--- src/design/hslrgb_pkg.sv ---
// ----------------------------------------------------------------------------
// hslrgb_pkg
// shared constants, types and helpers for the hsl to rgb converter
// ----------------------------------------------------------------------------
package hslrgb_pkg;

  // q16 fixed point: 1.0 = 65536
  localparam int unsigned QW       = 17;  // unsigned q16 fraction 0..1.0
  localparam int unsigned VW       = 19;  // signed upper/lower/difference values
  localparam int unsigned HW       = 18;  // signed shifted hue before wrap
  localparam int unsigned F6W      = 17;  // six times the ramp fraction
  localparam int unsigned PW       = VW + F6W + 1;  // ramp product
  localparam int unsigned CW       = 21;  // signed channel value

  localparam logic [QW-1:0] Q_ONE    = 17'd65536;
  localparam logic [QW-1:0] Q_HALF   = 17'd32768;
  localparam logic [QW-1:0] Q_THIRD  = 17'd21845;
  localparam logic [QW-1:0] Q_2THIRD = 17'd43691;
  // first hue with 6t >= 1
  localparam logic [QW-1:0] Q_SIXTH  = 17'd10923;

  typedef enum logic [1:0] {
    SEL_RAMP,
    SEL_UPPER,
    SEL_LOWER
  } sel_e;

  // x/255 in q16, rounded: x*65536 = x*255*257 + x, so the remainder term is x/255
  function automatic logic [QW-1:0] to_q16(input logic [7:0] x);
    logic [QW-1:0] q;
    q = {1'b0, x, x} + {16'd0, x[7]};
    return q;
  endfunction

endpackage

--- src/design/hslrgb_chan.sv ---
// ----------------------------------------------------------------------------
// hslrgb_chan
// one colour channel: hue wrap, segment select, ramp multiply, byte rounding
// ----------------------------------------------------------------------------
module hslrgb_chan import hslrgb_pkg::*; (
  input  logic                 clk_i,
  input  logic                 en_i,
  input  logic signed [HW-1:0] t_i,
  input  logic signed [VW-1:0] v1_i,
  input  logic signed [VW-1:0] v2_i,
  input  logic signed [VW-1:0] d_i,
  input  logic                 zero_i,
  input  logic [QW-1:0]        l_i,
  output logic [7:0]           byte_o
);

  localparam logic signed [VW-1:0] ONE_S = 19'sd65536;

  // stage a: wrap and segment select
  logic signed [VW-1:0] t_ext, t_w;
  logic [QW-1:0]        t_u, f;
  logic [F6W-1:0]       f6_d;
  sel_e                 sel_d;

  always_comb begin
    t_ext = {t_i[HW-1], t_i};
    if (t_ext < 0) begin
      t_w = t_ext + ONE_S;
    end else if (t_ext > ONE_S) begin
      t_w = t_ext - ONE_S;
    end else begin
      t_w = t_ext;
    end
    t_u = t_w[QW-1:0];
    if (t_u < Q_SIXTH) begin
      sel_d = SEL_RAMP;
      f     = t_u;
    end else if (t_u < Q_HALF) begin
      sel_d = SEL_UPPER;
      f     = '0;
    end else if (t_u < Q_2THIRD) begin
      sel_d = SEL_RAMP;
      f     = Q_2THIRD - t_u;
    end else begin
      sel_d = SEL_LOWER;
      f     = '0;
    end
    f6_d = (f << 2) + (f << 1);
  end

  sel_e                 sel_a_q, sel_b_q;
  logic [F6W-1:0]       f6_q;
  logic signed [VW-1:0] d_q, v1_a_q, v2_a_q, v1_b_q, v2_b_q;
  logic                 zero_a_q, zero_b_q;
  logic [QW-1:0]        l_a_q, l_b_q;
  logic signed [PW-1:0] prod_q;
  logic signed [CW-1:0] c_d, c_q;
  logic [7:0]           byte_d, byte_q;

  // stage c: round the ramp and pick the channel value
  logic signed [PW-1:0] prod_rnd;
  logic signed [CW-1:0] ramp;

  always_comb begin
    prod_rnd = (prod_q + PW'(32768)) >>> 16;
    ramp     = prod_rnd[CW-1:0];
    case (sel_b_q)
      SEL_RAMP:  c_d = CW'(v1_b_q) + ramp;
      SEL_UPPER: c_d = CW'(v2_b_q);
      SEL_LOWER: c_d = CW'(v1_b_q);
      default:   c_d = CW'(v1_b_q);
    endcase
    if (zero_b_q) begin
      c_d = $signed({4'd0, l_b_q});
    end
  end

  // stage d: scale by 255, round and saturate
  logic signed [CW+8:0] scaled, scaled_rnd;

  always_comb begin
    scaled     = ($signed({c_q[CW-1], c_q}) <<< 8) - (CW+9)'(c_q);
    scaled_rnd = (scaled + (CW+9)'(32768)) >>> 16;
    if (scaled_rnd < 0) begin
      byte_d = 8'd0;
    end else if (scaled_rnd > (CW+9)'(255)) begin
      byte_d = 8'd255;
    end else begin
      byte_d = scaled_rnd[7:0];
    end
  end

  always_ff @(posedge clk_i) begin
    if (en_i) begin
      sel_a_q  <= sel_d;
      f6_q     <= f6_d;
      d_q      <= d_i;
      v1_a_q   <= v1_i;
      v2_a_q   <= v2_i;
      zero_a_q <= zero_i;
      l_a_q    <= l_i;

      prod_q   <= PW'(d_q) * $signed({1'b0, f6_q});
      sel_b_q  <= sel_a_q;
      v1_b_q   <= v1_a_q;
      v2_b_q   <= v2_a_q;
      zero_b_q <= zero_a_q;
      l_b_q    <= l_a_q;

      c_q      <= c_d;
      byte_q   <= byte_d;
    end
  end

  assign byte_o = byte_q;

endmodule

--- src/design/hsl_to_rgb_pixel_converter.sv ---
// ----------------------------------------------------------------------------
// hsl_to_rgb_pixel_converter
// pipelined hsl to rgb conversion, one pixel per clock unless stalled, in q16 fixed point
// ----------------------------------------------------------------------------
//
//  channel   direction  handshake           payload
//  input     in         valid_i / ready_o   hue_i, saturation_i, lightness_i
//  output    out        valid_o / ready_i   red_o, green_o, blue_o
//
//  one request per clock while the pipe advances; each is registered in every stage up to valid_o
//  the rate is set by the single pipeline enable: all five stages move together
//  while the output register is empty or being taken
//  reset clears only the valid bits; payload registers hold whatever they had
//  a stall freezes the whole pipe, so nothing is dropped or repeated
//
module hsl_to_rgb_pixel_converter import hslrgb_pkg::*; (
  input  logic       clk_i,
  input  logic       rst_ni,
  input  logic       valid_i,
  output logic       ready_o,
  input  logic [7:0] hue_i,
  input  logic [7:0] saturation_i,
  input  logic [7:0] lightness_i,
  output logic       valid_o,
  input  logic       ready_i,
  output logic [7:0] red_o,
  output logic [7:0] green_o,
  output logic [7:0] blue_o
);

  localparam int unsigned NSTAGE = 5;

  // pipeline enable: move when the output slot is free or being taken
  logic              adv;
  logic [NSTAGE-1:0] vld_q;

  assign adv     = ~vld_q[NSTAGE-1] | ready_i;
  assign ready_o = adv;
  assign valid_o = vld_q[NSTAGE-1];

  always_ff @(posedge clk_i or negedge rst_ni) begin
    if (!rst_ni) begin
      vld_q <= '0;
    end else if (adv) begin
      vld_q <= {vld_q[NSTAGE-2:0], valid_i};
    end
  end

  // stage 1: inputs to q16, lightness times saturation, shifted hues
  logic [QW-1:0]        hq, sq, lq;
  logic [QW-1:0]        s_q, l_q;
  logic [2*QW-1:0]      ls_q;
  logic signed [HW-1:0] t_r_q, t_g_q, t_b_q;
  logic                 zero_q;

  assign hq = to_q16(hue_i);
  assign sq = to_q16(saturation_i);
  assign lq = to_q16(lightness_i);

  always_ff @(posedge clk_i) begin
    if (adv) begin
      s_q    <= sq;
      l_q    <= lq;
      ls_q   <= lq * sq;
      // red sits a third ahead, blue a third behind
      t_r_q  <= $signed({1'b0, hq}) + $signed({1'b0, Q_THIRD});
      t_g_q  <= $signed({1'b0, hq});
      t_b_q  <= $signed({1'b0, hq}) - $signed({1'b0, Q_THIRD});
      zero_q <= (saturation_i == 8'd0);
    end
  end

  // upper and lower values, shared by the three channels
  logic [2*QW-1:0]      ls_rnd;
  logic signed [VW-1:0] prod, l_s, s_s, v2, v1, d;

  always_comb begin
    ls_rnd = (ls_q + (2*QW)'(32768)) >> 16;
    prod   = $signed(VW'(ls_rnd[QW:0]));
    l_s    = $signed({2'b00, l_q});
    s_s    = $signed({2'b00, s_q});
    if (l_q < Q_HALF) begin
      v2 = l_s + prod;
    end else begin
      v2 = l_s + s_s - prod;
    end
    v1 = (l_s <<< 1) - v2;
    d  = v2 - v1;
  end

  // stages 2 to 5: one lane for each colour
  hslrgb_chan u_red (
    .clk_i  (clk_i),
    .en_i   (adv),
    .t_i    (t_r_q),
    .v1_i   (v1),
    .v2_i   (v2),
    .d_i    (d),
    .zero_i (zero_q),
    .l_i    (l_q),
    .byte_o (red_o)
  );

  hslrgb_chan u_green (
    .clk_i  (clk_i),
    .en_i   (adv),
    .t_i    (t_g_q),
    .v1_i   (v1),
    .v2_i   (v2),
    .d_i    (d),
    .zero_i (zero_q),
    .l_i    (l_q),
    .byte_o (green_o)
  );

  hslrgb_chan u_blue (
    .clk_i  (clk_i),
    .en_i   (adv),
    .t_i    (t_b_q),
    .v1_i   (v1),
    .v2_i   (v2),
    .d_i    (d),
    .zero_i (zero_q),
    .l_i    (l_q),
    .byte_o (blue_o)
  );

endmodule
--- config.mk ---
export PLATFORM = sky130hd
export DESIGN_NAME = hsl_to_rgb_pixel_converter
export DESIGN_NICKNAME = d
export VERILOG_FILES = /design/src/design/hslrgb_pkg.sv /design/src/design/hslrgb_chan.sv /design/src/design/hsl_to_rgb_pixel_converter.sv
export SDC_FILE = /design/constraint.sdc
export NUM_CORES = 2
export LEC_CHECK = 0
export BUFFER_PORTS_ARGS = -buffer_cell sky130_fd_sc_hd__buf_4
export CORE_MARGIN = 5
export CORE_UTILIZATION = 67
export DETAILED_ROUTE_END_ITERATION = 8
export GPL_ROUTABILITY_DRIVEN = 0
export PLACE_DENSITY = 0.88
export SYNTH_ARGS = -nofsm -noshare
export SYNTH_HDL_FRONTEND = slang
export SYNTH_SLANG_ARGS = --single-unit
--- constraint.sdc ---
create_clock -name clk_i -period 18.1 [get_ports clk_i]
set_input_delay 0.905 -clock clk_i [delete_from_list [all_inputs] [get_ports clk_i]]
set_output_delay 0.905 -clock clk_i [all_outputs]
set_load 0.02 [all_outputs]
== Yosys cells after proc, flatten, opt, wreduce, memory -nomap -nowiden ==
Cells that the tools add are included.
Widths: inputs -> output; s select.
Word-level totals
  flip-flop bits (word level): 519
  latch bits: 0
  RAM bits: 0
  memory bits (read-only): 0
  bits of input ports: 28
  logic and storage cells: 145
  memories: 0
Cells by class
  add/subtract/negate cells: 35
  multiply operators: 4
  div/mod/pow operators: 0
  magnitude comparators: 22
  equal/unequal tests: 3
  shift-type cells: 0
  multiplexer cells: 31
  bitwise gates (word level): 2
  reduce and logical (&&, ||, !) cells: 7
Operator list (count)
  $mux 17: 9
  $mux 16: 9
  $pmux 21 s2: 3
  $lt 17x16->1 const B: 7
  $add 37x17->37 const B: 3
  $mul 19x18->37: 3
  $add 30x17->30 const B: 3
  $sub 29x21->30: 3
  $add 19x21->21: 3
  $add 16x1->17: 3
  $add 17x17->17: 3
  $add 17x17->17 const B: 3
  $lt 17x14->1 const B: 3
  $sub 17x17->17 const B: 3
  $sub 16x16->16 const A: 3
  $gt 14x9->1 const B: 3
  $lt 14x1->1 const B: 3
  $sub 19x19->19: 2
  $gt 18x18->1 const B: 2
  $lt 18x1->1 const B: 2
  $add 34x16->34 const B: 1
  $mul 17x17->34: 1
  $mux 8: 3
  $add 17x18->19: 1
  15 further kinds: 25

== Logic depth before layout (Yosys ltp) ==
  word-level depth: 8
  gate-level depth with buffers: 35
  depth with buffers taken out: 35

== Hierarchy ==
From an unflattened synthesis, not the netlist that was laid out.
Second synthesis, totals
  cells, all modules: 8080
  area, all modules: 82190.1 µm²
Modules (own cells, without submodules)
  hslrgb_chan at u_red: instances 1, cells an instance 2069, area each 21640.8 µm², seq. area each 6065.8 µm²
  hslrgb_chan at u_green: instances 1, cells an instance 2061, area each 21617.0 µm², seq. area each 6065.8 µm²
  hslrgb_chan at u_blue: instances 1, cells an instance 2061, area each 21533.2 µm², seq. area each 6065.8 µm²
  hsl_to_rgb_pixel_converter: instances 1, cells an instance 1889, area each 17399.2 µm², seq. area each 3218.1 µm²

== Worst setup path after synthesis ==
OpenSTA, ideal clock, no wires.
  path type: input -> register
  from: input ready_i
  to: register vld_q[0]
  data arrival time: 14927 ps
  slack: 3040 ps
  stages on the path: 3
  cells stage by stage: nand2b_1 clkbuf_1 mux2_2
Between the ends
  word-level cells in the longest chain between the ends: 1
Ends and longest elaborated chain
  start: declaration: line hsl_to_rgb_pixel_converter.sv:25  | input logic ready_i,
  $or 1x1->1: line hsl_to_rgb_pixel_converter.sv:37  | assign adv = ~vld_q[NSTAGE-1] | ready_i;
  net ready_o: line hsl_to_rgb_pixel_converter.sv:20  | output logic ready_o,
  end signal: assignment: line hsl_to_rgb_pixel_converter.sv:45  | vld_q <= {vld_q[NSTAGE-2:0], valid_i};
  end: declaration: line hsl_to_rgb_pixel_converter.sv:35  | logic [NSTAGE-1:0] vld_q;
The timed path passes the listed nets, and every way through them passes these cells.
A chain may end at the register's enable or synchronous reset.

== Worst setup path after layout ==
  from: input lightness_i[0]
  to: register ls_q[32], data pin
Between the ends
  word-level cells in the longest chain between the ends: 2
Ends and longest elaborated chain
  start: declaration: line hsl_to_rgb_pixel_converter.sv:23  | input logic [7:0] lightness_i,
  $add 16x1->17: line hslrgb_pkg.sv:31  | q = {1'b0, x, x} + {16'd0, x[7]};
  net lq[12]: line hsl_to_rgb_pixel_converter.sv:50  | logic [QW-1:0] hq, sq, lq;
  $mul 17x17->34: line hsl_to_rgb_pixel_converter.sv:64  | ls_q <= lq * sq;
  end signal: assignment: line hsl_to_rgb_pixel_converter.sv:64
  end: declaration: line hsl_to_rgb_pixel_converter.sv:52  | logic [2*QW-1:0] ls_q;
The timed path passes the listed nets, and every way through them passes these cells.

==> impl_metrics.env <==
export IMPL_cp_required_ns=18.49
export IMPL_drtIter0Drc=5229
export IMPL_crit_path_max_fanout=12
export IMPL_yosys_area_top_type="fa_1"
export IMPL_hp_class="primary input to asynchronous set/reset pin"
export IMPL_synth_top_family_by_area="adder cells"
export IMPL_grt_pass1_wl_um=294000
export IMPL_critPathSlowestCell="fa_1"
export IMPL_critical_path_endpoint_type="register"
export IMPL_dieArea_um2=112000
export IMPL_synth_xor_area_frac=0.04922
export IMPL_slew_headroom=0.2331
export IMPL_synthAdderAreaFrac=0.4528
export IMPL_clock_sinks=447
export IMPL_port_buffers=53
export IMPL_rsz0062_at_grt="no"
export IMPL_netlist_instances=7330
export IMPL_clk_pin_slew_ns=0.06
export IMPL_ys_flop_type="edfxtp_1"
export IMPL_muxShareOfSynthArea=0.003276
export IMPL_cts_tree="yes"
export IMPL_maxCapViolations=0
export IMPL_synth_avg_cell_area_um2=9.638
export IMPL_cp_startpoint="lightness_i[0]"
export IMPL_setup_viol=0
export IMPL_ff2ff_path_depth=21
export IMPL_finalSetupTns_ns=0
export IMPL_grt_pass1_vias=56730
export IMPL_io_pins=54
export IMPL_crit_path_start_kind="primary input"
export IMPL_holdWs_ns=0.04317
export IMPL_place_area_um2=72270
export IMPL_synthToLayoutAreaGrowth_pct=4.720
export IMPL_synth_area_um2=70650
export IMPL_max_freq_ghz=0.1093
export IMPL_nets=9154
export IMPL_rows=119
export IMPL_skew_ns=0.02719
export IMPL_gr_total_overflow=0
export IMPL_crit_top_cell="fa_1"
export IMPL_cts_root_buf="clkbuf_16"
export IMPL_seq_area_frac_synth=0.1896
export IMPL_tightest_slew_ns=1.142
export IMPL_critical_path_arrival_ns=9.54
export IMPL_die_w_um=334.7
export IMPL_grt_total_usage=0.3297
export IMPL_cts_setup_buffers=0
export IMPL_slew_violations=0
export IMPL_r2r_end="u_green.prod_q[36]$_DFFE_PP_"
export IMPL_wl_per_cell_um=20.86
export IMPL_yosys_area_share_simple=0.1341
export IMPL_cts_buffer_depth=3
export IMPL_synthArstFlopShare=0.01119
export IMPL_synthTopCellsByCount="inv_1, fa_1, nand2_1, ha_1, and2_1"
export IMPL_routed_wl_um=181400
export IMPL_clk_latency_ns=0.66
export IMPL_ys_warnings_count=0
export IMPL_fin_crit_sh=0.5054
export IMPL_synth_edff_count=442
export IMPL_synth_ff_latch_count=447
export IMPL_worst_path_largest_cell_delay_ns=0.56
export IMPL_cts_resized=0
export IMPL_grt_max_degree=73
export IMPL_ant_nets=0
export IMPL_yosysMostFrequentCell="inv_1"
export IMPL_layout_drive_gt1_share=0.03150
export IMPL_h_tree_depth=2
export IMPL_antenna_found_initial=4
export IMPL_drc=0
export IMPL_final_util=0.7048
export IMPL_critPathKind="primary input to register"
export IMPL_synth_cell_type_count=83
export IMPL_synth_top_area_share=0.3250
export IMPL_period_needed_ns=9.148
export IMPL_die_height_um=334.7
export IMPL_post_dp_hpwl_um=138600
export IMPL_vias_per_cell=6.060
export IMPL_start_util=0.6730
export IMPL_r2r_start="u_green.d_q[5]$_DFFE_PP_"
export IMPL_vias=52680
export IMPL_synth_compound_area_frac=0.07707
export IMPL_cts_made_buffers=51
export IMPL_regToRegSetupSlack_ns=10.16
export IMPL_holdBufCountCts=0
export IMPL_core_um2=105000
export IMPL_diodes=0
export IMPL_status="finished, final reports clean"
export IMPL_ys_top_cells_by_area="fa_1, edfxtp_1, ha_1"
export IMPL_drt_pass1_iterations=9
export IMPL_final_cell_area_um2=73980
export IMPL_hold_viol_final=0
==> critical path: cells and delay by family <==
kind                     cells  cell delay (ns)
adder cells (fa/ha/maj)      9             3.59
AND/OR/NAND/NOR              8             2.13
AO/OA/AOI/OAI                7             2.04
buffers and inverters        5             0.76
XOR/XNOR                     1             0.10
==> worst max path at each step <==
| stage | to | slack (ns) | cells after the start |
|---|---|---|---|
| finish | ls_q[32]$_DFFE_PP_ | 8.95 | 30 |
| global route | ls_q[32]$_DFFE_PP_ | 8.73 | 30 |
| CTS | ls_q[32]$_DFFE_PP_ | 9.23 | 30 |
| detailed placement | ls_q[32]$_DFFE_PP_ | 8.75 | 30 |
| global placement | ls_q[32]$_DFFE_PP_ | 9.18 | 30 |
| floorplan | vld_q[0]$_DFFE_PN0P_ | 3.04 | 3 |
==> area by class of cell <==
type | instances | area (um2)
Multi-Input combinational cell | 5142 | 50720
Fill cell | 7062 | 30990
Sequential cell | 447 | 13400
Inverter | 1526 | 5728
Tap cell | 1391 | 1740
Clock buffer | 60 | 1310
Timing Repair Buffer | 92 | 690.7
Clock inverter | 35 | 400.4
==> layout by cell type, fill, tap and decap left out, drive strengths merged, types with 10 or more instances in the layout <==
cell type | Yosys | final
xnor2 | 266 | 266
and3 | 42 | 42
inv | 1509 | 1516
a211oi | 33 | 33
nor2b | 43 | 43
nor2 | 334 | 334
o21ai | 208 | 208
and2 | 477 | 477
or2 | 19 | 19
nand4 | 28 | 28
clkinv | 17 | 33
o211ai | 38 | 38
nand2 | 804 | 804
ha | 719 | 719
nand2b | 31 | 31
o31ai | 19 | 19
o21a | 54 | 54
a31oi | 20 | 20
nor4 | 21 | 21
buf | 3 | 92
a211o | 10 | 10
mux2i | 16 | 16
a21o | 95 | 95
a31o | 10 | 10
conb | 2 | 24
fa | 1147 | 1147
or3 | 26 | 26
o21bai | 36 | 36
a21boi | 28 | 28
clkbuf | 234 | 60
nor3 | 45 | 45
xor2 | 131 | 131
edfxtp | 442 | 442
nand3 | 67 | 67
a21oi | 237 | 237
==> state kept, by name, summed over array words and instances (netlist names), 19 cells and up <==
register and flops:
u_green.prod_q 22, u_blue.prod_q 22, u_green.v2_a_q 19, u_green.v2_b_q 19
u_red.prod_q 22, u_green.c_q 21, u_red.c_q 21, u_blue.c_q 21
ls_q 19
==> through the flow <==
step	cells	setup slack (ns)
3_3_place_gp	8598	9.185
2_1_floorplan	7352	3.040
3_5_place_dp	8598	8.750
5_1_grt	8693	8.730
4_1_cts	8693	9.226
6_report	8693	8.952
==> metal layers <==
layer / wire length (um) / global-route usage / vias up
li1: - / - / 22830
met1: 63820 / 0.4150 / 25710
met2: 83630 / 0.5288 / 3225
met3: 21050 / 0.08102 / 909
met4: 12810 / 0.1827 / 2
met5: 41 / 0 / -
==> logic make-up (layout without fill, tap and decap cells) <==
group / count (synthesis) / count (layout)
AO/OA/AOI/OAI: 852 / 852
XOR/XNOR: 397 / 397
adder cells (fa/ha/maj): 1869 / 1869
buffers and inverters: 1763 / 1713
flip-flops: 447 / 447
multiplexers: 22 / 22
other: 2 / 24
AND/OR/NAND/NOR: 1978 / 1978
Power is not shown: default switching activity piles up to over one toggle a cycle in this logic, so the estimate is an artifact.
